**src/assert_macros.svh**
```systemverilog
`ifndef ASSERT_MACROS_SVH
`define ASSERT_MACROS_SVH

// Same-cycle implication, sampled on clk and held off during reset.
`define TTE_ASSERT_IMPL(lbl, ante, cons, msg) \
    lbl: assert property (@(posedge clk) disable iff (!rst_n) (ante) |-> (cons)) else $error(msg);

// Next-cycle implication, sampled on clk and held off during reset.
`define TTE_ASSERT_NEXT(lbl, ante, cons, msg) \
    lbl: assert property (@(posedge clk) disable iff (!rst_n) (ante) |=> (cons)) else $error(msg);

`endif

```
**src/tte_pkg.sv**
```systemverilog
package tte_pkg;

    localparam int SLOTS_DEF = 16;

    typedef enum logic [2:0] {
        ACT_CLEAR     = 3'd0,
        ACT_FIND      = 3'd1,
        ACT_ADD       = 3'd2,
        ACT_NEXT_PEND = 3'd3,
        ACT_FIND_SVC  = 3'd4,
        ACT_WR_OBJ    = 3'd5,
        ACT_WR_FILE   = 3'd6,
        ACT_UPDATE    = 3'd7
    } action_t;

    localparam logic [1:0] REG_WR_OBJ_LIST  = 2'd0;
    localparam logic [1:0] REG_WR_PROP_LIST = 2'd1;
    localparam logic [1:0] REG_WR_FILE      = 2'd2;

    localparam logic [7:0] RST_WR_OBJ_LIST  = 8'd0;
    localparam logic [7:0] RST_WR_PROP_LIST = 8'd1;
    localparam logic [7:0] RST_WR_FILE      = 8'd2;

    typedef struct packed {
        action_t     action;
        logic [15:0] peer_address;
        logic [7:0]  invoke_tag;
        logic [3:0]  slot_index;
        logic        has_self;
        logic [7:0]  service_code;
        logic [7:0]  object_kind;
        logic [7:0]  new_state;
        logic        new_svc_pending;
        logic        new_pdu_pending;
    } req_word_t;

    typedef struct packed {
        logic       found;
        logic [3:0] found_index;
        logic [4:0] free_count;
    } rsp_word_t;

    typedef struct packed {
        logic [1:0] index;
        logic [7:0] value;
    } cfg_word_t;

    typedef struct packed {
        logic [7:0] wr_obj_list;
        logic [7:0] wr_prop_list;
        logic [7:0] wr_file;
    } cfg_codes_t;

    typedef struct packed {
        logic [7:0] state;
        logic       svc_pending;
        logic       pdu_pending;
    } slot_stat_t;

    typedef struct packed {
        logic [15:0] peer;
        logic [7:0]  invoke;
        logic [7:0]  service;
        logic [7:0]  object;
    } slot_data_t;

    typedef struct packed {
        logic scanning;
        logic writing;
    } seq_stat_t;

    typedef enum logic [3:0] {
        ST_IDLE  = 4'b0001,
        ST_SCAN  = 4'b0010,
        ST_WRITE = 4'b0100,
        ST_DONE  = 4'b1000
    } seq_state_t;

endpackage

```
**src/tte_if.sv**
```systemverilog
interface tte_req_if import tte_pkg::*; ();
    logic      valid;
    logic      ready;
    req_word_t data;

    modport source (output valid, output data, input ready);
    modport sink (input valid, input data, output ready);
endinterface

interface tte_rsp_if import tte_pkg::*; ();
    logic      valid;
    logic      ready;
    rsp_word_t data;

    modport source (output valid, output data, input ready);
    modport sink (input valid, input data, output ready);
endinterface

interface tte_cfg_if import tte_pkg::*; ();
    logic      valid;
    logic      ready;
    cfg_word_t data;

    modport source (output valid, output data, input ready);
    modport sink (input valid, input data, output ready);
endinterface

```
**src/tte_ram.sv**
```systemverilog
module tte_ram #(
    parameter int WIDTH = 8,
    parameter int DEPTH = 16
) (
    input  logic                     clk,
    input  logic                     we,
    input  logic [$clog2(DEPTH)-1:0] waddr,
    input  logic [WIDTH-1:0]         wdata,
    input  logic                     re,
    input  logic [$clog2(DEPTH)-1:0] raddr,
    output logic [WIDTH-1:0]         rdata
);

    logic [WIDTH-1:0] mem [DEPTH];
    logic [WIDTH-1:0] rdata_reg;

    always_ff @(posedge clk)
    begin
        if (we)
        begin
            mem[waddr] <= wdata;
        end
        if (re)
        begin
            rdata_reg <= mem[raddr];
        end
    end

    assign rdata = rdata_reg;

endmodule

```
**src/tte_cfg.sv**
```systemverilog
module tte_cfg import tte_pkg::*; (
    input  logic       clk,
    input  logic       rst_n,
    tte_cfg_if.sink    cfg,
    output cfg_codes_t codes
);

    cfg_codes_t codes_reg;

    assign cfg.ready = 1'b1;
    assign codes     = codes_reg;

    always_ff @(posedge clk or negedge rst_n)
    begin
        if (!rst_n)
        begin
            codes_reg.wr_obj_list  <= RST_WR_OBJ_LIST;
            codes_reg.wr_prop_list <= RST_WR_PROP_LIST;
            codes_reg.wr_file      <= RST_WR_FILE;
        end
        else if (cfg.valid)
        begin
            unique case (cfg.data.index)
                REG_WR_OBJ_LIST:  codes_reg.wr_obj_list  <= cfg.data.value;
                REG_WR_PROP_LIST: codes_reg.wr_prop_list <= cfg.data.value;
                REG_WR_FILE:      codes_reg.wr_file      <= cfg.data.value;
                default:          ;
            endcase
        end
    end

endmodule

```
**src/tte_seq.sv**
```systemverilog
module tte_seq import tte_pkg::*; #(
    parameter int SLOTS = SLOTS_DEF
) (
    input  logic       clk,
    input  logic       rst_n,
    input  cfg_codes_t codes,
    tte_req_if.sink    req,
    tte_rsp_if.source  rsp,
    output seq_stat_t  stat
);

    localparam int IW = $clog2(SLOTS);
    localparam int CW = $clog2(SLOTS + 1);

    seq_state_t        state_reg, state_next;
    req_word_t         op_reg;
    logic [SLOTS-1:0]  valid_reg;
    logic [CW-1:0]     idle_cnt_reg;
    logic [CW-1:0]     issue_cnt_reg;
    logic [IW-1:0]     addr_reg;
    logic              pend_reg;
    logic [IW-1:0]     pend_addr_reg;
    logic              vbit_reg;
    logic              idx_ok_reg;
    logic              hit_reg;
    logic [IW-1:0]     hit_addr_reg;
    slot_stat_t        hit_stat_reg;
    slot_data_t        hit_data_reg;
    logic              out_valid_reg;
    rsp_word_t         out_reg;

    slot_stat_t        stat_rd;
    slot_data_t        data_rd;
    slot_stat_t        eff_stat;
    slot_stat_t        stat_wr;
    slot_data_t        data_wr;
    logic              busy;
    logic              is_self;
    logic              svc_ok_obj;
    logic              match;
    logic              issuing;
    logic [CW-1:0]     total;
    logic              scan_end;
    logic              accept;
    logic              load_out;
    logic              stat_we;
    logic              data_we;
    logic              new_busy;
    logic              idx_ok_in;
    logic [4:0]        nxt_start;
    logic [IW-1:0]     start_addr;

    tte_ram #(.WIDTH($bits(slot_stat_t)), .DEPTH(SLOTS)) u_stat_ram (
        .clk   (clk),
        .we    (stat_we),
        .waddr (hit_addr_reg),
        .wdata (stat_wr),
        .re    (issuing),
        .raddr (addr_reg),
        .rdata (stat_rd)
    );

    tte_ram #(.WIDTH($bits(slot_data_t)), .DEPTH(SLOTS)) u_data_ram (
        .clk   (clk),
        .we    (data_we),
        .waddr (hit_addr_reg),
        .wdata (data_wr),
        .re    (issuing),
        .raddr (addr_reg),
        .rdata (data_rd)
    );

    assign accept    = req.valid && req.ready;
    assign req.ready = (state_reg == ST_IDLE);
    assign rsp.valid = out_valid_reg;
    assign rsp.data  = out_reg;
    assign stat.scanning = (state_reg == ST_SCAN);
    assign stat.writing  = (state_reg == ST_WRITE);

    assign idx_ok_in  = 32'(req.data.slot_index) < SLOTS;
    assign nxt_start  = {1'b0, req.data.slot_index} + 5'd1;

    always_comb
    begin
        if (req.data.action == ACT_NEXT_PEND)
        begin
            start_addr = (32'(nxt_start) >= SLOTS) ? '0 : IW'(nxt_start);
        end
        else if (req.data.action == ACT_UPDATE)
        begin
            start_addr = IW'(req.data.slot_index);
        end
        else
        begin
            start_addr = '0;
        end
    end

    assign total    = (op_reg.action == ACT_UPDATE) ? CW'(1) : CW'(SLOTS);
    assign issuing  = (state_reg == ST_SCAN) && (issue_cnt_reg != total);
    assign scan_end = (state_reg == ST_SCAN) && (issue_cnt_reg == total) && !pend_reg;

    // Slots that were cleared or never updated read back as idle.
    assign eff_stat = vbit_reg ? stat_rd : '0;
    assign busy     = (eff_stat.state != '0) || eff_stat.svc_pending || eff_stat.pdu_pending;
    assign is_self  = op_reg.has_self && idx_ok_reg && (pend_addr_reg == IW'(op_reg.slot_index));
    assign svc_ok_obj = (data_rd.service == codes.wr_obj_list)
                     || (data_rd.service == codes.wr_prop_list);

    always_comb
    begin
        unique case (op_reg.action)
            ACT_CLEAR:     match = 1'b0;
            ACT_FIND:      match = (eff_stat.state != '0)
                                && (data_rd.peer == op_reg.peer_address)
                                && (data_rd.invoke == op_reg.invoke_tag);
            ACT_ADD:       match = !busy;
            ACT_NEXT_PEND: match = eff_stat.pdu_pending;
            ACT_FIND_SVC:  match = busy && (data_rd.service == op_reg.service_code);
            ACT_WR_OBJ:    match = !is_self && busy && svc_ok_obj
                                && (data_rd.object == op_reg.object_kind);
            ACT_WR_FILE:   match = !is_self && busy
                                && (data_rd.service == codes.wr_file)
                                && (data_rd.object == op_reg.object_kind);
            ACT_UPDATE:    match = idx_ok_reg;
            default:       match = 1'b0;
        endcase
    end

    assign new_busy = (op_reg.new_state != '0) || op_reg.new_svc_pending
                   || op_reg.new_pdu_pending;

    assign stat_we = (state_reg == ST_WRITE) && (op_reg.action == ACT_UPDATE);
    assign data_we = (state_reg == ST_WRITE);

    assign stat_wr.state       = op_reg.new_state;
    assign stat_wr.svc_pending = op_reg.new_svc_pending;
    assign stat_wr.pdu_pending = op_reg.new_pdu_pending;

    always_comb
    begin
        if (op_reg.action == ACT_UPDATE)
        begin
            data_wr.peer    = hit_data_reg.peer;
            data_wr.invoke  = hit_data_reg.invoke;
            data_wr.service = op_reg.service_code;
            data_wr.object  = op_reg.object_kind;
        end
        else
        begin
            data_wr.peer    = op_reg.peer_address;
            data_wr.invoke  = op_reg.invoke_tag;
            data_wr.service = hit_data_reg.service;
            data_wr.object  = '0;
        end
    end

    assign load_out = (state_reg == ST_DONE) && (!out_valid_reg || rsp.ready);

    always_comb
    begin
        state_next = state_reg;
        unique case (state_reg)
            ST_IDLE:
            begin
                if (accept)
                begin
                    state_next = (req.data.action == ACT_CLEAR) ? ST_DONE : ST_SCAN;
                end
            end
            ST_SCAN:
            begin
                if (scan_end)
                begin
                    if (hit_reg && (op_reg.action == ACT_ADD || op_reg.action == ACT_UPDATE))
                    begin
                        state_next = ST_WRITE;
                    end
                    else
                    begin
                        state_next = ST_DONE;
                    end
                end
            end
            ST_WRITE:
            begin
                state_next = ST_DONE;
            end
            ST_DONE:
            begin
                if (load_out)
                begin
                    state_next = ST_IDLE;
                end
            end
            default:
            begin
                state_next = ST_IDLE;
            end
        endcase
    end

    always_ff @(posedge clk or negedge rst_n)
    begin
        if (!rst_n)
        begin
            state_reg     <= ST_IDLE;
            valid_reg     <= '0;
            idle_cnt_reg  <= CW'(SLOTS);
            issue_cnt_reg <= '0;
            pend_reg      <= 1'b0;
            hit_reg       <= 1'b0;
            out_valid_reg <= 1'b0;
        end
        else
        begin
            state_reg <= state_next;
            pend_reg  <= issuing;

            if (accept)
            begin
                issue_cnt_reg <= '0;
                hit_reg       <= 1'b0;
                if (req.data.action == ACT_CLEAR)
                begin
                    valid_reg    <= '0;
                    idle_cnt_reg <= CW'(SLOTS);
                end
            end
            else if (issuing)
            begin
                issue_cnt_reg <= issue_cnt_reg + CW'(1);
            end

            if (pend_reg && match && !hit_reg)
            begin
                hit_reg <= 1'b1;
            end

            if (stat_we)
            begin
                valid_reg[hit_addr_reg] <= 1'b1;
                if (hit_stat_reg.state != '0 || hit_stat_reg.svc_pending
                    || hit_stat_reg.pdu_pending)
                begin
                    if (!new_busy)
                    begin
                        idle_cnt_reg <= idle_cnt_reg + CW'(1);
                    end
                end
                else if (new_busy)
                begin
                    idle_cnt_reg <= idle_cnt_reg - CW'(1);
                end
            end

            if (load_out)
            begin
                out_valid_reg <= 1'b1;
            end
            else if (rsp.ready)
            begin
                out_valid_reg <= 1'b0;
            end
        end
    end

    always_ff @(posedge clk)
    begin
        if (accept)
        begin
            op_reg     <= req.data;
            addr_reg   <= start_addr;
            idx_ok_reg <= idx_ok_in;
        end
        else if (issuing)
        begin
            addr_reg <= (addr_reg == IW'(SLOTS - 1)) ? '0 : addr_reg + IW'(1);
        end

        if (issuing)
        begin
            pend_addr_reg <= addr_reg;
            vbit_reg      <= valid_reg[addr_reg];
        end

        if (pend_reg && match && !hit_reg)
        begin
            hit_addr_reg <= pend_addr_reg;
            hit_stat_reg <= eff_stat;
            hit_data_reg <= data_rd;
        end

        if (load_out)
        begin
            out_reg.found       <= hit_reg;
            out_reg.found_index <= hit_reg ? 4'(hit_addr_reg) : 4'd0;
            out_reg.free_count  <= 5'(idle_cnt_reg);
        end
    end

endmodule

```
**src/transaction_table_engine.sv**
```systemverilog
// Channel  Role    Word         Meaning
// cfg      sink    cfg_word_t   service code registers, index and value
// req      sink    req_word_t   one table operation
// rsp      source  rsp_word_t   found flag, slot index and idle count
//
// A search reads the slot memories once per slot, and an add that finds an idle slot
// then writes it back; an update reads only its target slot, and a clear reads none.
// A new word is taken once the result of the previous one is registered for output.
// Reset returns every slot to idle and loads the default service codes.
// A stalled result holds its output register; the sequencer waits in its final step.
`include "assert_macros.svh"

module transaction_table_engine import tte_pkg::*; #(
    parameter int SLOTS = SLOTS_DEF
) (
    input  logic      clk,
    input  logic      rst_n,
    tte_cfg_if.sink   cfg,
    tte_req_if.sink   req,
    tte_rsp_if.source rsp
);

    cfg_codes_t codes;
    seq_stat_t  seq_stat;

    tte_cfg u_cfg (
        .clk   (clk),
        .rst_n (rst_n),
        .cfg   (cfg),
        .codes (codes)
    );

    tte_seq #(.SLOTS(SLOTS)) u_seq (
        .clk   (clk),
        .rst_n (rst_n),
        .codes (codes),
        .req   (req),
        .rsp   (rsp),
        .stat  (seq_stat)
    );

    `TTE_ASSERT_IMPL(a_busy_blocks_req, seq_stat.scanning || seq_stat.writing, !req.ready, "request taken while an operation is in progress")
    `TTE_ASSERT_NEXT(a_one_word_at_a_time, req.valid && req.ready, !req.ready, "second request taken right after the first")
    `TTE_ASSERT_IMPL(a_miss_index_zero, rsp.valid && !rsp.data.found, rsp.data.found_index == 4'd0, "miss reported with a nonzero slot index")

endmodule
```
**src/flat_wrapper.sv**
```systemverilog
// flat-port wrapper written by rule: the top's interface ports become plain ports
module transaction_table_engine_flat import tte_pkg::*;
#(
    parameter int SLOTS = SLOTS_DEF
)
  (clk, rst_n, cfg_valid, cfg_data, cfg_ready, req_valid, req_data, req_ready, rsp_valid, rsp_data, rsp_ready);
  tte_cfg_if cfg_i ();
  tte_req_if req_i ();
  tte_rsp_if rsp_i ();
  input  logic clk;
  input  logic rst_n;
  input wire logic [$bits(cfg_i.valid)-1:0] cfg_valid;
  input wire logic [$bits(cfg_i.data)-1:0] cfg_data;
  output wire logic [$bits(cfg_i.ready)-1:0] cfg_ready;
  input wire logic [$bits(req_i.valid)-1:0] req_valid;
  input wire logic [$bits(req_i.data)-1:0] req_data;
  output wire logic [$bits(req_i.ready)-1:0] req_ready;
  output wire logic [$bits(rsp_i.valid)-1:0] rsp_valid;
  output wire logic [$bits(rsp_i.data)-1:0] rsp_data;
  input wire logic [$bits(rsp_i.ready)-1:0] rsp_ready;
  assign cfg_i.valid = cfg_valid;
  assign cfg_i.data = cfg_data;
  assign cfg_ready = cfg_i.ready;
  assign req_i.valid = req_valid;
  assign req_i.data = req_data;
  assign req_ready = req_i.ready;
  assign rsp_valid = rsp_i.valid;
  assign rsp_data = rsp_i.data;
  assign rsp_i.ready = rsp_ready;
  transaction_table_engine #(.SLOTS(SLOTS)) u_core (.clk(clk), .rst_n(rst_n), .cfg(cfg_i), .req(req_i), .rsp(rsp_i));
endmodule
```
**config.mk**
```make
export PLATFORM = sky130hd
export DESIGN_NAME = transaction_table_engine_flat
export DESIGN_NICKNAME = d
export VERILOG_FILES = /design/src/tte_pkg.sv /design/src/tte_if.sv /design/src/tte_ram.sv /design/src/tte_cfg.sv /design/src/tte_seq.sv /design/src/transaction_table_engine.sv /design/src/flat_wrapper.sv
export VERILOG_INCLUDE_DIRS = /design/src /design/src/src
export SDC_FILE = /design/constraint.sdc
export NUM_CORES = 1
export LEC_CHECK = 0
export BUFFER_PORTS_ARGS = -buffer_cell sky130_fd_sc_hd__buf_2
export CAP_MARGIN = 20
export CORE_UTILIZATION = 55
export CTS_CLUSTER_DIAMETER = 40
export DETAILED_ROUTE_END_ITERATION = 10
export GPL_ROUTABILITY_DRIVEN = 0
export PLACE_DENSITY = 0.83
export SYNTH_ARGS = -nofsm -noshare
export SYNTH_HDL_FRONTEND = slang
export SYNTH_HIERARCHICAL = 1
export SYNTH_SLANG_ARGS = --single-unit
```
**constraint.sdc**
```tcl
create_clock -name clk -period 4.4 [get_ports clk]
set_clock_uncertainty 0.15 [all_clocks]
set_input_delay 0.22 -clock clk [delete_from_list [all_inputs] [get_ports clk]]
set_output_delay 0.22 -clock clk [all_outputs]
set_load 0.05 [all_outputs]
```
Yosys cells after proc, flatten, opt, wreduce, memory -nomap -nowiden:

Memories as Yosys holds them, arrays and structs flattened. A register that Yosys moved wholly into a read port is not among the register bits.
Index checks and enable logic that the tools add are counted.

* add/sub/neg operators: 5
* $lt $le $gt $ge: 4
* eq/ne operators: 29
* mux-type cells: 39
* bitwise operators: 1
* reduce and logical (&&, ||, !) cells: 46

Operators with widths (number)
* $eq 8x8->1: 6
* $mux 16: 3
* $mux 5: 9
* $mux 4: 11
* $mux 40: 1
* $reduce_bool 8->1: 3
* $logic_and 1x1->1: 19
* $eq 16x16->1: 1
* $or 16x16->16: 1
* $pmux 4 s4: 1
* $eq 3x3->1 const B: 5
* $add 5x1->5 const B: 2
* $lt 4x5->1 const B: 2
* $mux 1: 10
* $mux 10: 1
* $eq 3x2->1 const B: 3
* $logic_or 1x1->1: 9
* $eq 4x4->1 const B: 2
* $pmux 1 s8: 1
* $logic_not 3->1: 2
* $reduce_and 2->1: 3
* $reduce_bool 2->1: 3
* $add 4x1->5 const B: 1
* $eq 5x5->1: 1
* other kinds (19): 24

* bits in registers: 180
* bits in writable memories: 800
* input bits: 73
* output and inout port bits: 13
* logic and storage cells: 159
* memories kept: 2

Memories
* u_core.u_seq.u_data_ram.mem: words 16, bits a word 40, read ports 1, clocked after memory_dff 1, wr ports 1, RTL line tte_ram.sv:14 `logic [WIDTH-1:0] mem [DEPTH];`
* u_core.u_seq.u_stat_ram.mem: words 16, bits a word 10, read ports 1, clocked after memory_dff 1, wr ports 1, RTL line tte_ram.sv:14

Longest topological paths before layout:

Gate-level depths: netlist of run 1.

* depth after elaboration: 11
* gate-level depth with buffers: 9
* mapped depth without buffers: 8

Modules after synthesis:

The synthesis of run 1 kept the hierarchy.

Modules (own cells, without submodules)
* tte_ram at u_core.u_seq.u_data_ram: instances 1, cells an instance 1040, area each 25532.0 um^2, seq. area each 20419.6 um^2
* tte_seq: instances 1, cells an instance 573, area each 7105.6 um^2, seq. area each 4521.8 um^2
* tte_ram at u_core.u_seq.u_stat_ram: instances 1, cells an instance 279, area each 6453.7 um^2, seq. area each 5104.9 um^2
* tte_cfg: instances 1, cells an instance 53, area each 925.9 um^2, seq. area each 603.1 um^2

Worst setup path after synthesis of run 1:

OpenSTA, ideal clock, no wires.

* path kind: register -> register
* start point: register u_core.u_seq.state_reg[1]
* end point: memory u_core/u_seq/u_data_ram/mem[0][0] (netlist name), enable pin
* library setup time: 0.487 ns
* data arrival time: 4.166 ns
* data required time: 3.763 ns
* setup slack: -0.403 ns
* cell stages (with the launch flop): 4
* buffers on the path: 0
* period minus slack after synthesis: 4.803 ns
* cell sequence: dfrtp_1 > nor4b_2 > or3b_2 > nor3_1

* longest elaborated chain between the ends: 3

RTL lines
* start: declaration: RTL line tte_seq.sv:15 `seq_state_t state_reg, state_next;`
* start signal: assignment: RTL line tte_seq.sv:217 `state_reg <= state_next;`
* $eq 4x3->1: RTL line tte_seq.sv:134 `assign data_we = (state_reg == ST_WRITE);`
* via u_core.u_seq.data_we: RTL line tte_seq.sv:47 `logic data_we;`
* $mux 1: RTL line tte_ram.sv:19 `if (we)`
* $mux 1 (not written as such): RTL line tte_ram.sv:21 `mem[waddr] <= wdata;`
* end: declaration: RTL line tte_ram.sv:14

The timed path passes the listed nets, and every way through them passes these cells.

Worst setup path after layout of run 1:

* start point: register u_core.u_seq.state_reg[1]
* end point: memory u_core/u_seq/u_data_ram/mem[14][25] (netlist name), enable pin

Same word-level chain as after synthesis.

==> reports/metrics.cfg, run 1 <==
[floorplan]
die_area_um2 = 73800
rows = 98
die_w_um = 272
start_util_pct = 55.8
coreArea_um2 = 71700
dieHeight_um = 272
io_pins = 86

[timing]
rsz0062_at_grt = no
drv_slew = 0
hold_viol = 0
setup_violations = 0
fin_setup_tns_ns = 0
max_slew.worst_pin.slew_ns = 1.15
fmax_mhz = 278
timing.final.crit_share_pct = 81.6
period_needed_ns = 3.59
maxSlewHeadroom_pct = 23.4
setup_ws_ns = 0.809

[clock_tree]
cts_max_level = 3
worst_skew_pair.late_latency_ns = 0.68
clock-root-buffer = clkbuf_16
cts_tree = yes
numCtsBuffers = 112
clk_pin_slew_ns = 0.06
clockBufferDepth = 3
cts_sinks = 1030

[route]
wire_per_inst_um = 30.1
vias = 21200
ant_nets = 0
drt-pass1-iter-count = 8
route.detailed.drc = 0
postRouteWirelength_um = 97100
vias_per_cell = 6.55
first_iter_violations = 2924

[outcome]
run_status = finished, final reports clean

[logic_synthesis]
synth_area_um2 = 40000
synthesis.yosys.warnings = 6
syn_avg_cell_area_um2 = 20.6
netlist_instances = 1944
synth_nets = 2022

[finish]
final_common_cell = edfxtp_1
final_cell_mix = edfxtp_1 (973), nand2_1 (183), mux4_2 (133), clkbuf_16 (113), a22oi_1 (104)
largest_register_ffs = 640
diodes = 0
fin_nets = 2262
areaGrowthSynthToFinish_pct = 15.4
drive_gt1_share_pct = 22.4

[worst_setup_path]
crit_fanout = 16
crit_required_ns = 4.58
reg2reg_depth = 4
crit_arrival_ns = 3.77
start_kind = register
r2r-start = u_core/u_seq/state_reg[1]
critPathSlowestCell = nor4b_2
endpoint_kind = register
r2r_slack_ns = 0.81
critPathMaxStageDelay_ns = 0.98
r2r_end = u_core/u_seq/u_data_ram/mem[14][25]
path_cells = nor4b_2 > nand3_1 > nor2_4 > buf_4
crit_type = reg2reg

[pwr]
p_leak_uw = 0.0153
ir_drop_mv = 0.417
p_per_area_nw_per_um2 = 601

[global_route]
grt_max_degree = 74
grt_first_pass_wirelength_um = 143000
grt-ovfl-total = 0
grt.total_usage_pct = 26.6
grt_antenna_before_repair = 1
grt_pass1_vias = 22000

[job]
drv_cap = 0

[placement]
portBuffers = 84
dpl.hpwl_um = 49400
pre_cts_slack_ns = 0.967

[worst_hold_path]
hold_class = in2async

cell type report:
| class | count | area [um^2] |
|---|---|---|
| multi-input cells | 818 | 8920 |
| inverters | 9 | 35.0 |
| clock buffers | 132 | 2900 |
| flip-flops and latches | 1030 | 30600 |
| repair buffers | 213 | 1740 |
| clock inverters | 77 | 761 |
| fillers | 4392 | 25500 |
| well taps | 950 | 1190 |
power by group:
part | internal [uW] | leakage, uW | total, uW | switching [uW]
sequential | 11900 | 0.00947 | 12500 | 575
clock | 5300 | 0.00175 | 9240 | 3930
combinational | 2500 | 0.00407 | 6030 | 3530
timing repair:
action / in CTS / in global routing
setup buffers: 0 / 0
gates resized for setup: 0 / 0
hold buffers: 78 / 0
endpoints found under the hold margin: 149 / 0
setup endpoints to repair: 0 / 0
metal layers:
metal  global-route usage, %  wire (um)  vias up
met4                    12.0       4590        0
met3                    5.89      10300      335
met5                       0          0        -
met1                    34.1      33800    10800
li1                        -          -     8472
met2                    43.8      48500     1587
worst max-delay path: cells and delay by family (launching register included):
kind                   cells  cell delay, ns
buffers and inverters      1            0.45
flip-flops                 1            0.42
AND/OR/NAND/NOR            3            2.21
through the flow:
step	std cells	hold slack, ns	power [uW]	instance area, um^2	utilization (%)
2_1_floorplan	1944	-0.226	16800	40000	-
3_3_place_gp	2939	0.233	18100	41700	58.2
3_5_place_dp	2939	0.248	18300	41700	58.2
4_1_cts	3226	0.0805	27800	46200	64.4
5_1_grt	3229	0.0952	28600	46200	64.4
6_report	3229	0.0685	27700	46200	64.4
how the worst max path moves through the flow:
stage | cells past startpoint | slack (ns) | startpoint | end
2_1_floorplan | 3 | 0.73 | u_core/u_seq/state_reg[1] | u_core/u_seq/u_data_ram/mem[1][0]
3_3_place_gp | 7 | 1.02 | u_core/u_seq/u_stat_ram/rdata[4] | u_core/u_seq/hit_data_reg[20]
3_5_place_dp | 4 | 0.97 | u_core/u_seq/state_reg[1] | u_core/u_seq/u_stat_ram/mem[1][4]
4_1_cts | 4 | 0.86 | u_core/u_seq/state_reg[1] | u_core/u_seq/u_stat_ram/mem[1][4]
5_1_grt | 4 | 0.77 | u_core/u_seq/state_reg[1] | u_core/u_seq/u_stat_ram/mem[2][9]
6_report | 4 | 0.81 | u_core/u_seq/state_reg[1] | u_core/u_seq/u_data_ram/mem[14][25]
(Power assumes the default switching activity.)
==> run 2, diff against run 1 <==
- clock period: 4.4 -> 3.2 ns (I/O delays scaled with it)
==> reports/metrics.cfg, run 2 (same netlist as run 1, synthesis figures left out) <==
[outcome]
run_status = finished, final reports clean

[timing]
fmax_mhz = 325
period_needed_ns = 3.08
max_slew.worst_pin.slew_ns = 0.910
setup_violations = 0
maxSlewHeadroom_pct = 39.2
timing.final.crit_share_pct = 96.1
hold_viol = 0
rsz0062_at_grt = no
drv_slew = 0

[clock_tree]
clock-root-buffer = clkbuf_16
numCtsBuffers = 108
cts_tree = yes
cts_sinks = 1030
clockBufferDepth = 3
cts_max_level = 3
clk_pin_slew_ns = 0.06
worst_skew_pair.late_latency_ns = 0.69
cts_setup_buffers = 0

[route]
first_iter_violations = 2687
drt-pass1-iter-count = 6
ant_nets = 0
route.detailed.drc = 0
vias = 21100
vias_per_cell = 6.48
wire_per_inst_um = 29.3
postRouteWirelength_um = 95500

[pwr]
p_sw_uw = 11000
ir_drop_mv = 0.568
p_per_area_nw_per_um2 = 820
p_sw_share_pct = 28.8
p_seq_share_pct = 44.6
pwr-share-comb_pct = 22.4
p_leak_uw = 0.0155
total_power_uw = 38200
power.internal_uw = 27200
clkPwrFrac_pct = 33.1

[worst_setup_path]
crit_arrival_ns = 3.25
endpoint_kind = register
crit_fanout = 15
crit_required_ns = 3.38
crit_type = reg2reg
start_kind = register

[global_route]
grt_max_degree = 74
grt.total_usage_pct = 26.0
met2_usage_pct = 43.6
grt-ovfl-total = 0
busiest_layer = met2
grt_pass1_vias = 22000
grt_antenna_before_repair = 1
grtUsageMet3_pct = 4.71
grt_first_pass_wirelength_um = 140000
use_met1_pct = 33.8

[placement]
dpl.hpwl_um = 49000
place_area_um2 = 42100
dp.cells = 2971
portBuffers = 84

[finish]
finalInstanceArea_um2 = 46500
fill_cells = 4337
final_common_cell = edfxtp_1
areaGrowthSynthToFinish_pct = 16.3
multi_input_area_um2 = 8930
final_cell_mix = edfxtp_1 (973), nand2_1 (183), mux4_2 (133), clkbuf_16 (111), a22oi_1 (104)
drive_gt1_share_pct = 23.8
instances_no_fill = 3254
layout.area.seq_um2 = 30600
fin_nets = 2290
diodes = 0
largest_register_ffs = 640

[floorplan]
dieHeight_um = 272
coreArea_um2 = 71700
start_util_pct = 55.8
die_w_um = 272
io_pins = 86
rows = 98
die_area_um2 = 73800

[worst_hold_path]
hold_class = in2reg

[job]
drv_cap = 0

[run 2: changes by cell type in the layout (fill, tap and decap cells not counted), sizes merged]
cell	delta
buf	+30
clkbuf	-8
clkinv	+6
inv	-5
dlygate4sd3	+2
bufinv	+1
clkinvlp	-1
[run 2: through the flow]
stage	hold WS, ns	util, %	TNS (ns)	worst slack (ns)
floorplan	-0.286	-	-70.30	-0.473
global placement	0.112	58.7	0	0.239
detailed placement	0.123	58.7	0	0.176
CTS	0.0130	64.9	0	0.0604
global route	0.0293	64.9	0	0.0748
finish	0.0479	64.9	0	0.125
[run 2: layout make-up]
cell class | count | area share, %
Timing Repair Buffer | 245 | 4.52
Clock inverter | 78 | 1.71
Multi-Input combinational cell | 818 | 19.2
Inverter | 9 | 0.0753
Sequential cell | 1030 | 65.9
Tap cell | 950 | 2.55
Clock buffer | 124 | 6.10
[run 2: power by group through the flow]
stage / clock network [uW] / registers [uW] / logic (uW)
finish: 12600 / 17000 / 8540
global route: 13200 / 17100 / 8980
CTS: 12700 / 17000 / 8480
detailed placement: 0 / 17300 / 8120
global placement: 0 / 17200 / 7810
floorplan: 0 / 17100 / 5990
[run 2: per-layer routing]
layer / share of wire [%] / up-vias
li1: - / 8517
met1: 35 / 10800
met2: 50 / 1482
met3: 9.7 / 307
met4: 4.3 / 0
met5: 0 / -
[run 2: final timing paths]
path	depth (start not counted)	endpoint	slack [ns]	startpoint
max	8	u_core/u_seq/hit_addr_reg[3]	0.12	u_core/u_seq/u_stat_ram/rdata[4]
min	2	u_core/u_seq/op_reg[23]	0.05	req_data[23]
max reg2reg	8	u_core/u_seq/hit_addr_reg[3]	0.12	u_core/u_seq/u_stat_ram/rdata[4]
min reg2reg	0	u_core/u_seq/hit_data_reg[35]	0.31	u_core/u_seq/u_data_ram/rdata[35]
max in group asynchronous	4	u_core/u_cfg/codes[1]	2.00	rst_n
min in group asynchronous	3	u_core/u_seq/idle_cnt_reg[4]	0.49	rst_n
[run 2: what timing repair did]
action	in CTS	in global routing
resized for setup	0	1
hold buffers	81	0
endpoints found under the setup margin	0	16
hold endpoints to repair	125	0
[run 2: critical path, stage by stage (launching register included)]
cell,delay (ns)
edfxtp_1,0.38
or4_1,0.57
o41ai_1,0.50
buf_4,0.21
o2111ai_1,0.11
o31ai_1,0.11
a21oi_1,0.12
nand2_2,0.28
buf_4,0.29
